`src/design/spscr_pkg.sv`:
```
// Package for the SPI slave command/readback block.
// Holds the item and result types, frame constants and the table geometry.
// No dependencies; the table, core and top-level files import it.
package spscr_pkg;

    localparam int TABLE_DEPTH = 8;
    localparam int TBL_AW      = (TABLE_DEPTH > 1) ? $clog2(TABLE_DEPTH) : 1;

    localparam logic [7:0]  DEPTH_LAST  = 8'(TABLE_DEPTH);
    localparam logic [7:0]  TEST_ENTRY  = 8'd1;
    localparam logic [15:0] TEST_WORD   = 16'hF055;
    localparam logic [7:0]  TIMEOUT_RST = 8'd15;
    localparam logic [7:0]  IDLE_MAX    = 8'd255;

    localparam logic [4:0] CMD_BITS    = 5'd8;
    localparam logic [4:0] FRAME_BITS  = 5'd24;
    localparam logic [4:0] BIT_CNT_MAX = 5'd31;

    typedef enum logic [1:0] {
        CMD_PIN    = 2'd0,
        CMD_TICK   = 2'd1,
        CMD_TBL_WR = 2'd2,
        CMD_FETCH  = 2'd3
    } t_cmd;

    typedef struct packed {
        t_cmd        cmd;
        logic        sck_level;
        logic        di_level;
        logic [7:0]  table_index;
        logic [15:0] table_value;
    } t_item;

    typedef struct packed {
        logic        miso_level;
        logic        frame_done;
        logic [7:0]  command_out;
        logic [15:0] data_out;
    } t_result;

    typedef struct packed {
        logic              en;
        logic [TBL_AW-1:0] addr;
        logic [15:0]       data;
    } t_tbl_wr;

    // Entry numbers run from 1 to the table depth.
    function automatic logic entry_valid(input logic [7:0] num);
        return (num >= 8'd1) && (num <= DEPTH_LAST);
    endfunction

endpackage

```
`src/design/spscr_ifs.sv`:
```
// Valid/ready channel interfaces for the SPI slave command/readback block.
// One interface for input items and one for result items; no dependencies.
interface spscr_in_if;
    logic        valid;
    logic        ready;
    logic [1:0]  cmd;
    logic        sck_level;
    logic        di_level;
    logic [7:0]  table_index;
    logic [15:0] table_value;

    modport source (output valid, cmd, sck_level, di_level, table_index, table_value,
                    input ready);
    modport sink (input valid, cmd, sck_level, di_level, table_index, table_value,
                  output ready);
endinterface

interface spscr_out_if;
    logic        valid;
    logic        ready;
    logic        miso_level;
    logic        frame_done;
    logic [7:0]  command_out;
    logic [15:0] data_out;

    modport source (output valid, miso_level, frame_done, command_out, data_out,
                    input ready);
    modport sink (input valid, miso_level, frame_done, command_out, data_out,
                  output ready);
endinterface

```
`src/design/spscr_table.sv`:
```
// Readback table: a small register file with one write and one read port.
// Depends on spscr_pkg for the depth, address width and test word.
module spscr_table (
    input  logic                       i_clk,
    input  logic                       i_rst_n,
    input  spscr_pkg::t_tbl_wr         i_wr,
    input  logic [spscr_pkg::TBL_AW-1:0] i_rd_addr,
    output logic [15:0]                o_rd_data
);
    import spscr_pkg::*;

    localparam logic [TBL_AW-1:0] TEST_SLOT = TBL_AW'(TEST_ENTRY - 8'd1);

    logic [15:0] r_mem [TABLE_DEPTH];

    always_ff @(posedge i_clk) begin
        if (!i_rst_n) begin
            for (int k = 0; k < TABLE_DEPTH; k++) begin
                r_mem[k] <= (TBL_AW'(k) == TEST_SLOT) ? TEST_WORD : 16'h0000;
            end
        end else if (i_wr.en) begin
            r_mem[i_wr.addr] <= i_wr.data;
        end
    end

    assign o_rd_data = r_mem[i_rd_addr];

endmodule

```
`src/design/spscr_core.sv`:
```
// Frame state of the SPI slave: bit counter, shift registers, timeout and
// latched command. Updates once per stepped item. Depends on spscr_pkg and
// spscr_table.
module spscr_core (
    input  logic                 i_clk,
    input  logic                 i_rst_n,
    input  logic                 i_cfg_we,
    input  logic [7:0]           i_cfg_wdata,
    input  logic                 i_step,
    input  spscr_pkg::t_item     i_item,
    output spscr_pkg::t_result   o_res
);
    import spscr_pkg::*;

    logic        r_exp_lvl, n_exp_lvl;
    logic [4:0]  r_bit_cnt, n_bit_cnt;
    logic [7:0]  r_cmd_sh, n_cmd_sh;
    logic [15:0] r_din_sh, n_din_sh;
    logic [15:0] r_dout_sh, n_dout_sh;
    logic [7:0]  r_idle, n_idle;
    logic        r_done, n_done;
    logic [7:0]  r_lcmd, n_lcmd;
    logic [15:0] r_ldat, n_ldat;
    logic        r_miso, n_miso;
    logic [7:0]  r_timeout;

    logic [7:0]        cmd_next;
    logic [4:0]        cnt_inc;
    logic [7:0]        idle_inc;
    logic [TBL_AW-1:0] rd_addr;
    logic [15:0]       rd_data;
    t_tbl_wr           tbl_wr;

    // The command byte as it stands after this rising edge; it selects the
    // readback word when it is complete.
    assign cmd_next = {r_cmd_sh[6:0], i_item.di_level};
    assign cnt_inc  = (r_bit_cnt < BIT_CNT_MAX) ? r_bit_cnt + 5'd1 : r_bit_cnt;
    assign idle_inc = (r_idle < IDLE_MAX) ? r_idle + 8'd1 : r_idle;
    assign rd_addr  = TBL_AW'(cmd_next - 8'd1);

    spscr_table u_table (
        .i_clk     (i_clk),
        .i_rst_n   (i_rst_n),
        .i_wr      (tbl_wr),
        .i_rd_addr (rd_addr),
        .o_rd_data (rd_data)
    );

    always_comb begin
        n_exp_lvl = r_exp_lvl;
        n_bit_cnt = r_bit_cnt;
        n_cmd_sh  = r_cmd_sh;
        n_din_sh  = r_din_sh;
        n_dout_sh = r_dout_sh;
        n_idle    = r_idle;
        n_done    = r_done;
        n_lcmd    = r_lcmd;
        n_ldat    = r_ldat;
        n_miso    = r_miso;
        tbl_wr    = '0;
        o_res     = '0;
        if (i_step) begin
            case (i_item.cmd)
                CMD_PIN: begin
                    n_idle = 8'd0;
                    if (i_item.sck_level == r_exp_lvl) begin
                        n_exp_lvl = ~r_exp_lvl;
                        if (i_item.sck_level) begin
                            n_bit_cnt = cnt_inc;
                            if (cnt_inc <= CMD_BITS) begin
                                n_cmd_sh = cmd_next;
                            end else if (cnt_inc <= FRAME_BITS) begin
                                n_din_sh = {r_din_sh[14:0], i_item.di_level};
                            end
                            if (cnt_inc == CMD_BITS && entry_valid(cmd_next)) begin
                                n_dout_sh = rd_data;
                            end
                        end else begin
                            if (r_bit_cnt >= CMD_BITS && r_bit_cnt < FRAME_BITS) begin
                                n_miso    = r_dout_sh[15];
                                n_dout_sh = {r_dout_sh[14:0], 1'b0};
                            end
                            if (r_bit_cnt >= FRAME_BITS) begin
                                n_bit_cnt = 5'd0;
                                n_lcmd    = r_cmd_sh;
                                n_ldat    = r_din_sh;
                                n_done    = 1'b1;
                                n_miso    = 1'b0;
                            end
                        end
                    end
                end
                CMD_TICK: begin
                    if (r_bit_cnt != 5'd0) begin
                        n_idle = idle_inc;
                        if (idle_inc >= r_timeout) begin
                            n_bit_cnt = 5'd0;
                        end
                    end
                    o_res.frame_done = r_done;
                    n_done = 1'b0;
                end
                CMD_TBL_WR: begin
                    if (entry_valid(i_item.table_index)) begin
                        tbl_wr.en   = 1'b1;
                        tbl_wr.addr = TBL_AW'(i_item.table_index - 8'd1);
                        tbl_wr.data = i_item.table_value;
                    end
                end
                CMD_FETCH: begin
                    o_res.command_out = r_lcmd;
                    o_res.data_out    = r_ldat;
                    n_lcmd = 8'd0;
                end
                default: begin
                end
            endcase
        end
        o_res.miso_level = n_miso;
    end

    always_ff @(posedge i_clk) begin
        if (!i_rst_n) begin
            r_exp_lvl <= 1'b1;
            r_bit_cnt <= 5'd0;
            r_cmd_sh  <= 8'd0;
            r_din_sh  <= 16'd0;
            r_dout_sh <= 16'd0;
            r_idle    <= 8'd0;
            r_done    <= 1'b0;
            r_lcmd    <= 8'd0;
            r_ldat    <= 16'd0;
            r_miso    <= 1'b0;
            r_timeout <= TIMEOUT_RST;
        end else begin
            r_exp_lvl <= n_exp_lvl;
            r_bit_cnt <= n_bit_cnt;
            r_cmd_sh  <= n_cmd_sh;
            r_din_sh  <= n_din_sh;
            r_dout_sh <= n_dout_sh;
            r_idle    <= n_idle;
            r_done    <= n_done;
            r_lcmd    <= n_lcmd;
            r_ldat    <= n_ldat;
            r_miso    <= n_miso;
            if (i_cfg_we) begin
                r_timeout <= i_cfg_wdata;
            end
        end
    end

    // A falling edge always follows the 24th rising edge before another
    // rising edge, so the counter never runs past a full frame.
    a_cnt_bound: assert property (@(posedge i_clk) disable iff (!i_rst_n)
        r_bit_cnt <= FRAME_BITS)
        else $error("bit counter ran past the frame length");

    a_done_miso_low: assert property (@(posedge i_clk) disable iff (!i_rst_n)
        $rose(r_done) |-> !r_miso)
        else $error("MISO not released at frame end");

    a_lvl_pin_only: assert property (@(posedge i_clk) disable iff (!i_rst_n)
        !(i_step && i_item.cmd == CMD_PIN) |=> $stable(r_exp_lvl))
        else $error("expected clock level moved without a pin event");

    a_idle_clear: assert property (@(posedge i_clk) disable iff (!i_rst_n)
        (i_step && i_item.cmd == CMD_PIN) |=> (r_idle == 8'd0))
        else $error("idle tick count not cleared by a pin event");

endmodule

```
`src/design/spi_slave_command_readback.sv`:
```
// SPI slave command/readback block, top level.
// Input items arrive on i_in (valid/ready) and each one gives exactly one
// result item on o_out. An item is a sampled clock-pin event, a poll tick,
// a readback table write or a fetch of the last latched command and data.
// Frames are 24 bits: an 8-bit command selects a readback word that later
// falling edges shift out on miso_level, while 16 data bits are shifted in.
// i_cfg_we/i_cfg_wdata write the idle timeout in poll ticks (reset 15).
// An accepted item is held in the input register, the core computes its
// result from there, and the result is loaded into the output register.
// Throughput: one item per cycle, as long as the result register is empty
// or taken in that cycle.
// When o_out stalls, the input register holds at most one further item and
// i_in.ready drops until the result is taken.
// Reset (synchronous, active low) clears the frame state, the channels and
// the readback table, whose entry 1 then holds the test word F055 hex.
// Depends on spscr_pkg, spscr_ifs and spscr_core.
module spi_slave_command_readback (
    input  logic              i_clk,
    input  logic              i_rst_n,
    input  logic              i_cfg_we,
    input  logic [7:0]        i_cfg_wdata,
    spscr_in_if.sink          i_in,
    spscr_out_if.source       o_out
);
    import spscr_pkg::*;

    logic    r_in_vld;
    t_item   r_item;
    logic    r_out_vld;
    t_result r_res;
    logic    step;
    t_result core_res;

    assign step       = r_in_vld && (!r_out_vld || o_out.ready);
    assign i_in.ready = !r_in_vld || step;

    always_ff @(posedge i_clk) begin
        if (!i_rst_n) begin
            r_in_vld  <= 1'b0;
            r_out_vld <= 1'b0;
        end else begin
            if (i_in.ready) begin
                r_in_vld <= i_in.valid;
            end
            if (step) begin
                r_out_vld <= 1'b1;
            end else if (o_out.ready) begin
                r_out_vld <= 1'b0;
            end
        end
    end

    always_ff @(posedge i_clk) begin
        if (i_in.ready && i_in.valid) begin
            r_item <= '{cmd:         t_cmd'(i_in.cmd),
                        sck_level:   i_in.sck_level,
                        di_level:    i_in.di_level,
                        table_index: i_in.table_index,
                        table_value: i_in.table_value};
        end
        if (step) begin
            r_res <= core_res;
        end
    end

    spscr_core u_core (
        .i_clk       (i_clk),
        .i_rst_n     (i_rst_n),
        .i_cfg_we    (i_cfg_we),
        .i_cfg_wdata (i_cfg_wdata),
        .i_step      (step),
        .i_item      (r_item),
        .o_res       (core_res)
    );

    assign o_out.valid       = r_out_vld;
    assign o_out.miso_level  = r_res.miso_level;
    assign o_out.frame_done  = r_res.frame_done;
    assign o_out.command_out = r_res.command_out;
    assign o_out.data_out    = r_res.data_out;

endmodule
```
`src/flat_wrapper.sv`:
```
// flat-port wrapper written by rule: the top's interface ports become plain ports
module spi_slave_command_readback_flat import spscr_pkg::*;
  (i_clk, i_rst_n, i_cfg_we, i_cfg_wdata, i_in_valid, i_in_cmd, i_in_sck_level, i_in_di_level, i_in_table_index, i_in_table_value, i_in_ready, o_out_valid, o_out_miso_level, o_out_frame_done, o_out_command_out, o_out_data_out, o_out_ready);
  spscr_in_if i_in_i ();
  spscr_out_if o_out_i ();
  input  logic i_clk;
  input  logic i_rst_n;
  input  logic i_cfg_we;
  input  logic [7:0] i_cfg_wdata;
  input wire logic [$bits(i_in_i.valid)-1:0] i_in_valid;
  input wire logic [$bits(i_in_i.cmd)-1:0] i_in_cmd;
  input wire logic [$bits(i_in_i.sck_level)-1:0] i_in_sck_level;
  input wire logic [$bits(i_in_i.di_level)-1:0] i_in_di_level;
  input wire logic [$bits(i_in_i.table_index)-1:0] i_in_table_index;
  input wire logic [$bits(i_in_i.table_value)-1:0] i_in_table_value;
  output wire logic [$bits(i_in_i.ready)-1:0] i_in_ready;
  output wire logic [$bits(o_out_i.valid)-1:0] o_out_valid;
  output wire logic [$bits(o_out_i.miso_level)-1:0] o_out_miso_level;
  output wire logic [$bits(o_out_i.frame_done)-1:0] o_out_frame_done;
  output wire logic [$bits(o_out_i.command_out)-1:0] o_out_command_out;
  output wire logic [$bits(o_out_i.data_out)-1:0] o_out_data_out;
  input wire logic [$bits(o_out_i.ready)-1:0] o_out_ready;
  assign i_in_i.valid = i_in_valid;
  assign i_in_i.cmd = i_in_cmd;
  assign i_in_i.sck_level = i_in_sck_level;
  assign i_in_i.di_level = i_in_di_level;
  assign i_in_i.table_index = i_in_table_index;
  assign i_in_i.table_value = i_in_table_value;
  assign i_in_ready = i_in_i.ready;
  assign o_out_valid = o_out_i.valid;
  assign o_out_miso_level = o_out_i.miso_level;
  assign o_out_frame_done = o_out_i.frame_done;
  assign o_out_command_out = o_out_i.command_out;
  assign o_out_data_out = o_out_i.data_out;
  assign o_out_i.ready = o_out_ready;
  spi_slave_command_readback u_core (.i_clk(i_clk), .i_rst_n(i_rst_n), .i_cfg_we(i_cfg_we), .i_cfg_wdata(i_cfg_wdata), .i_in(i_in_i), .o_out(o_out_i));
endmodule
```
`config.mk`:
```
export PLATFORM = sky130hd
export DESIGN_NAME = spi_slave_command_readback_flat
export DESIGN_NICKNAME = d
export VERILOG_FILES = /design/src/design/spscr_pkg.sv /design/src/design/spscr_ifs.sv /design/src/design/spscr_table.sv /design/src/design/spscr_core.sv /design/src/design/spi_slave_command_readback.sv /design/src/flat_wrapper.sv
export SDC_FILE = /design/constraint.sdc
export NUM_CORES = 1
export LEC_CHECK = 0
export BUFFER_PORTS_ARGS = -buffer_cell sky130_fd_sc_hd__buf_2
export CORE_MARGIN = 2
export CORE_UTILIZATION = 45
export CTS_CLUSTER_SIZE = 40
export DETAILED_ROUTE_END_ITERATION = 16
export GPL_ROUTABILITY_DRIVEN = 1
export PLACE_DENSITY = 0.7
export SLEW_MARGIN = 10
export SYNTH_ARGS = -nofsm -noshare
export SYNTH_HDL_FRONTEND = slang
export SYNTH_SLANG_ARGS = --single-unit
```
`constraint.sdc`:
```
create_clock -name i_clk -period 7.7 [get_ports i_clk]
set_clock_uncertainty 0.15 [all_clocks]
set_input_delay 0.385 -clock i_clk [delete_from_list [all_inputs] [get_ports i_clk]]
set_output_delay 0.385 -clock i_clk [all_outputs]
set_load 0.01 [all_outputs]
```
==> results of run 1 <==
area by class of cell:
type | count | area, um2
fillers | 2250 | 12200
clock inverters | 15 | 128
repair buffers | 121 | 831
well taps | 335 | 419
flip-flops and latches | 272 | 7270
inverters | 20 | 75.1
multi-input cells | 681 | 4330
clock buffers | 37 | 766
synthesized netlist by cell type (2+ instances only):
master,n
edfxtp_1,182
and2_1,122
nand2_1,111
dfxtp_1,90
mux2i_1,79
nand3_1,46
nor2_1,46
clkbuf_1,36
a21oi_1,32
a31oi_1,32
and3_1,29
nand2b_1,24
buf_2,20
inv_1,20
nor2b_1,20
nand4_1,19
o21ai_0,17
ha_1,16
a2111oi_0,15
o21ai_1,15
clkbuf_2,7
nor3_1,7
xnor2_1,5
o211ai_1,4
a211oi_1,3
a22oi_1,3
xor2_1,3
a21o_1,2
buf_1,2
buf_6,2
mux4_2,2
path summary, 6_finish.rpt:
path / startpoint / end / slack [ns] / depth (start not counted)
max: u_core.r_item[24] / u_core.u_core.r_dout_sh[2] / 4.20 / 9
min: i_cfg_we / u_core.u_core.r_timeout[2] / 0.08 / 3
max reg2reg: u_core.r_item[24] / u_core.u_core.r_dout_sh[2] / 4.20 / 9
min reg2reg: u_core.u_core.r_din_sh[1] / u_core.u_core.r_ldat[1] / 0.30 / 2
power breakdown:
part	total, mW	internal, mW	switching (mW)	leakage, nW
logic	0.171	0.0676	0.103	2.36
registers	1.62	1.59	0.0229	2.54
clock network	1.31	0.765	0.547	0.442
total	3.10	2.43	0.673	5.34
layer usage:
layer / vias to the layer above / global-route usage, %
li1: 3913 / -
met1: 3805 / 24.1
met2: 229 / 28.9
met3: 35 / 2.80
met4: 0 / 3.71
met5: - / 0
flip-flops by register name (all words and copies together) (netlist names), 16 cells and up:
signal / count
u_core.o_out.data_out: 16
u_core.r_item: 28
u_core.u_core.r_din_sh: 16
u_core.u_core.r_dout_sh: 16
u_core.u_core.r_ldat: 16
u_core.u_core.u_table.r_mem: 128
stage by stage:
stage / total power [mW] / hold slack [ns]
after global routing: 3.21 / 0.0989
after global placement: 1.80 / 0.288
after detailed placement: 1.81 / 0.294
after floorplan: 1.74 / 0.282
after CTS: 3.13 / 0.0729
final: 3.10 / 0.0840
cell families after synthesis:
kind of cell    count (synthesis)  share of synthesized area (%)
compound gates                136                           7.26
fa+ha+maj                      16                           1.67
flops                         272                           60.7
xor+xnor                        8                          0.586
mux                            82                           7.08
buf+inv                        88                           3.20
simple gates                  439                           19.5
worst min-delay path, stage by stage:
cell      delay (ns)
buf_2           0.18
nand2_1         0.08
o211ai_1        0.07
timing repair:
item                       in CTS  in global routing
hold buffers                   37                  0
resized for setup               0                  0
hold endpoints to repair       37                  0
setup endpoints to repair       0                  0
==> results.sh, run 1 <==
export IMPL_drt_met1_wl_um=11100
export IMPL_syn_avg_cell_area_um2=11.5
export IMPL_place_inst=1392
export IMPL_clk_pin_slew_ns=0.06
export IMPL_nets=1182
export IMPL_dieWidth_um=167
export IMPL_placed_area_um2=12600
export IMPL_slowest_stage="o22ai_2"
export IMPL_synth_area_um2=12000
export IMPL_ctsLongestPathBuffers=3
export IMPL_rows=59
export IMPL_routed_wl_met3_um=1440
export IMPL_crit_path_max_fanout=51
export IMPL_synthArstFlopShare_pct=0
export IMPL_first_pass_iters=5
export IMPL_yosysWarnings=0
export IMPL_setup_tns_ns=0
export IMPL_overflow=0
export IMPL_ys_ff_latch=272
export IMPL_slowest_delay_ns=0.91
export IMPL_num_vias=7982
export IMPL_synth_main_ff_cell="edfxtp_1"
export IMPL_die_area_um2=27900
export IMPL_status="complete, no violations"
export IMPL_power_density_nw_per_um2=224
export IMPL_power_leakage_nw=5.34
export IMPL_tritoncts="built"
export IMPL_port_buffers=68
export IMPL_first_global_vias=7650
export IMPL_cap_viol_max_count=0
export IMPL_start_util_pct=45.9
export IMPL_antenna_left=0
export IMPL_grt_pass1_wl_um=39700
export IMPL_final_common_cell="edfxtp_1"
export IMPL_slew_headroom_pct=14.9
export IMPL_peakVddDrop_mv=0.193
export IMPL_syn_inst=1041
export IMPL_worst_setup_path_type="reg2reg"
export IMPL_setup_ws_ns=4.20
export IMPL_setup_viol=0
export IMPL_fin_crit_ns=3.50
export IMPL_grt_use_total_pct=17.4
export IMPL_synth_top_area_cell="edfxtp_1"
export IMPL_top_layer="met4"
export IMPL_yosysSeqAreaShare_pct=60.7
export IMPL_clkSinkCount=272
export IMPL_grt_max_degree=78
export IMPL_tightest_slew_ns=1.27
export IMPL_cts_made_buffers=29
export IMPL_drc=0
export IMPL_gp_congestion=0.830
export IMPL_ios=69
export IMPL_postCtsSetupRepairBufs=0
export IMPL_final_util_pct=53.0
export IMPL_drive_gt1_share_pct=12.2
export IMPL_synth_area_top_cells="edfxtp_1, dfxtp_1, mux2i_1"
export IMPL_synth_edf_count=182
export IMPL_hold_viol=0
export IMPL_h_tree_depth=1
export IMPL_grt_setup_unrepaired="false"
export IMPL_postRouteWirelength_um=24400
export IMPL_hold_class="in2reg"
export IMPL_drtIter0Drc=649
export IMPL_crit_family="compound AO/OA/AOI/OAI gates"
export IMPL_root_buffer="clkbuf_16"
export IMPL_crit_path_start_kind="flop"
export IMPL_path_cells="buf_4 -> inv_1 -> ha_4 -> nor4b_1 -> a211oi_1 -> nand4_1 -> o22ai_2 -> o21ai_0 -> a31oi_1"
export IMPL_cp_arrival_ns=3.81
export IMPL_dr_wl_met2_um=11400
export IMPL_required_ns=8.01
export IMPL_antenna_found_initial=0
export IMPL_pre_cts_slack_ns=4.20
export IMPL_routedWlPerCell_um=16.5
export IMPL_clk_latency_ns=0.54
export IMPL_area_growth_syn_to_layout_pct=15.5
export IMPL_fin_area_um2=13800
export IMPL_syn_num_nets=1098
export IMPL_synth_top_area_share_pct=45.7
export IMPL_core_um2=26100
export IMPL_drv_slew=0
export IMPL_hpwl_um=15600
export IMPL_crit_path_end_kind="flop"
export IMPL_fin_cells=1481
export IMPL_clock_fmax_mhz=286
export IMPL_synth_distinct_cells=61
export IMPL_routed_via_density=5.39
export IMPL_fp_dieH_um=167
export IMPL_final_cell_mix="edfxtp_1, and2_1, nand2_1"
export IMPL_diodes=0
export IMPL_critPathBufInv=2
export IMPL_period_share_pct=45.4
Power figures use the tool's default switching activity.
==> run 2: changes to the inputs <==
- PLACE_DENSITY: 0.7 -> 0.72
- clock period: 7.7 -> 3.2 ns (I/O delays scaled with it)
==> results.sh, run 2 (same netlist as run 1, synthesis figures left out) <==
export IMPL_worst_path_most_repeated_cell="ha_1"
export IMPL_clk_pin_slew_ns=0.06
export IMPL_num_vias=7959
export IMPL_first_pass_iters=5
export IMPL_gp_congestion=0.808
export IMPL_clkSinkCount=272
export IMPL_antenna_found_initial=0
export IMPL_crit_path_max_fanout=5
export IMPL_power_density_nw_per_um2=526
export IMPL_dieWidth_um=167
export IMPL_fin_crit_ns=2.94
export IMPL_nets=1218
export IMPL_tritoncts="built"
export IMPL_port_buffers=68
export IMPL_slew_headroom_pct=40.1
export IMPL_ctsLongestPathBuffers=3
export IMPL_largest_reg_flops=128
export IMPL_reg_top3="u_core.u_core.u_table.r_mem (128), u_core.r_item (28)"
export IMPL_fp_dieH_um=167
export IMPL_drtIter0Drc=557
export IMPL_tightest_slew_ns=0.897
export IMPL_cap_viol_max_count=0
export IMPL_first_global_vias=8062
export IMPL_clock_fmax_mhz=340
export IMPL_start_util_pct=45.9
export IMPL_setup_viol=0
export IMPL_crit_path_start_kind="flop"
export IMPL_slowest_delay_ns=0.40
export IMPL_final_cell_mix="edfxtp_1, and2_1, nand2_1"
export IMPL_required_ns=3.46
export IMPL_setup_ws_ns=0.256
export IMPL_grt_pass1_wl_um=40100
export IMPL_slowest_stage="dfxtp_1"
export IMPL_overflow=0
export IMPL_postRouteWirelength_um=24300
export IMPL_worst_setup_path_type="reg2reg"
export IMPL_cts_made_buffers=29
export IMPL_cp_arrival_ns=3.21
export IMPL_pre_cts_slack_ns=-0.0311
export IMPL_grt_use_total_pct=17.4
export IMPL_peakVddDrop_mv=0.493
export IMPL_rr_worst_depth=11
export IMPL_path_cells="ha_1 -> nand4_1 -> nor2_2 -> nor2_1 -> xor2_1 -> ha_1 -> a211oi_1 -> o21ai_0 -> a221oi_2 -> nor2b_1 -> mux2i_1"
export IMPL_h_tree_depth=1
export IMPL_clk_latency_ns=0.55
export IMPL_crit_path_end_kind="flop"
export IMPL_power_leakage_nw=5.51
export IMPL_rows=59
export IMPL_die_area_um2=27900
export IMPL_hold_class="in2reg"
export IMPL_hpwl_um=15400
export IMPL_status="complete, no violations"
export IMPL_antenna_left=0
export IMPL_area_growth_syn_to_layout_pct=18.3
export IMPL_period_share_pct=92.0
export IMPL_hp_start="i_in_table_value[3]"
export IMPL_root_buffer="clkbuf_16"
export IMPL_final_util_pct=54.3
export IMPL_holdPathStages=2
export IMPL_timing_hold_ws_ns=0.162
export IMPL_drive_gt1_share_pct=13.8
export IMPL_grt_max_degree=50
export IMPL_hold_viol=0
export IMPL_drv_slew=0
export IMPL_diodes=0
export IMPL_r2r_start="u_core.u_core.r_idle[1]"
export IMPL_rrSetupSlack_ns=0.26
export IMPL_largest_register="u_core.u_core.u_table.r_mem"
export IMPL_r2r_end="u_core.u_core.r_bit_cnt[0]"
export IMPL_final_common_cell="edfxtp_1"
export IMPL_drc=0
export IMPL_routedWlPerCell_um=16.0
export IMPL_ios=69
export IMPL_core_um2=26100
export IMPL_totalPowerFinal_mw=7.45
export IMPL_whs_endpoint="u_core.r_item[3]"
export IMPL_routed_via_density=5.24
export IMPL_grt_setup_unrepaired="false"
## run 2: repair_timing
item / in CTS / in global routing
endpoints found under the setup margin: 5 / 5
resized for setup: 1 / 2
hold buffers: 52 / 0
pin swaps: 0 / 2
buffers inserted: 0 / 2
hold endpoints to repair: 40 / 0
## run 2: worst max-delay path: cells and delay by family (launching register included)
kind / cells / cell delay, ns
muxes: 1 / 0.15
and+or+nand+nor: 4 / 0.72
DFF: 1 / 0.40
xor gates and xnor gates: 1 / 0.15
AOI/OAI and AO/OA: 3 / 0.75
adders and majority gates: 2 / 0.49
## run 2: layout make-up
cell class	instances	area, um2
well taps	335	419
inverters	20	75.1
clock inverters	16	91.3
clock buffers	38	802
flip-flops and latches	272	7270
multi-input cells	681	4340
repair buffers	157	1150
fillers	2218	11900
## run 2: layer usage
metal | global-route usage, % | vias to the layer above | part of all wire, %
met5 | 0 | - | 0
met4 | 4.54 | 0 | 2.0
met3 | 2.83 | 39 | 4.4
met2 | 30.5 | 161 | 48
met1 | 22.5 | 3781 | 46
li1 | - | 3978 | -
## run 2: power breakdown
part           total, mW  switching [mW]  leakage, nW  internal [mW]
Sequential          3.89          0.0508         2.54           3.84
Combinational      0.443           0.257         2.53          0.186
Clock               3.12            1.35        0.445           1.77
Total               7.45            1.65         5.51           5.79
## run 2: how the worst max path moves through the flow
stage,from,to,slack [ns],cells after the start
CTS,u_core.u_core.r_idle[0],u_core.u_core.r_bit_cnt[0],0.08,11
finish,u_core.u_core.r_idle[1],u_core.u_core.r_bit_cnt[0],0.26,11
detailed placement,u_core.u_core.r_idle[0],u_core.u_core.r_bit_cnt[1],-0.03,11
global placement,u_core.u_core.r_idle[0],u_core.u_core.r_bit_cnt[3],0.09,11
floorplan,u_core.r_item[16],u_core.u_core.u_table.r_mem[3][0],-0.11,8
global route,u_core.u_core.r_idle[1],u_core.u_core.r_bit_cnt[4],0.008,11
## run 2: stage by stage
stage               cell area [um2]  instances  setup TNS, ns
floorplan                     12000       1041          -8.49
global placement              12700       1411              0
detailed placement            12700       1411         -0.108
CTS                           14100       1517              0
global route                  14100       1519              0
finish                        14100       1519              0
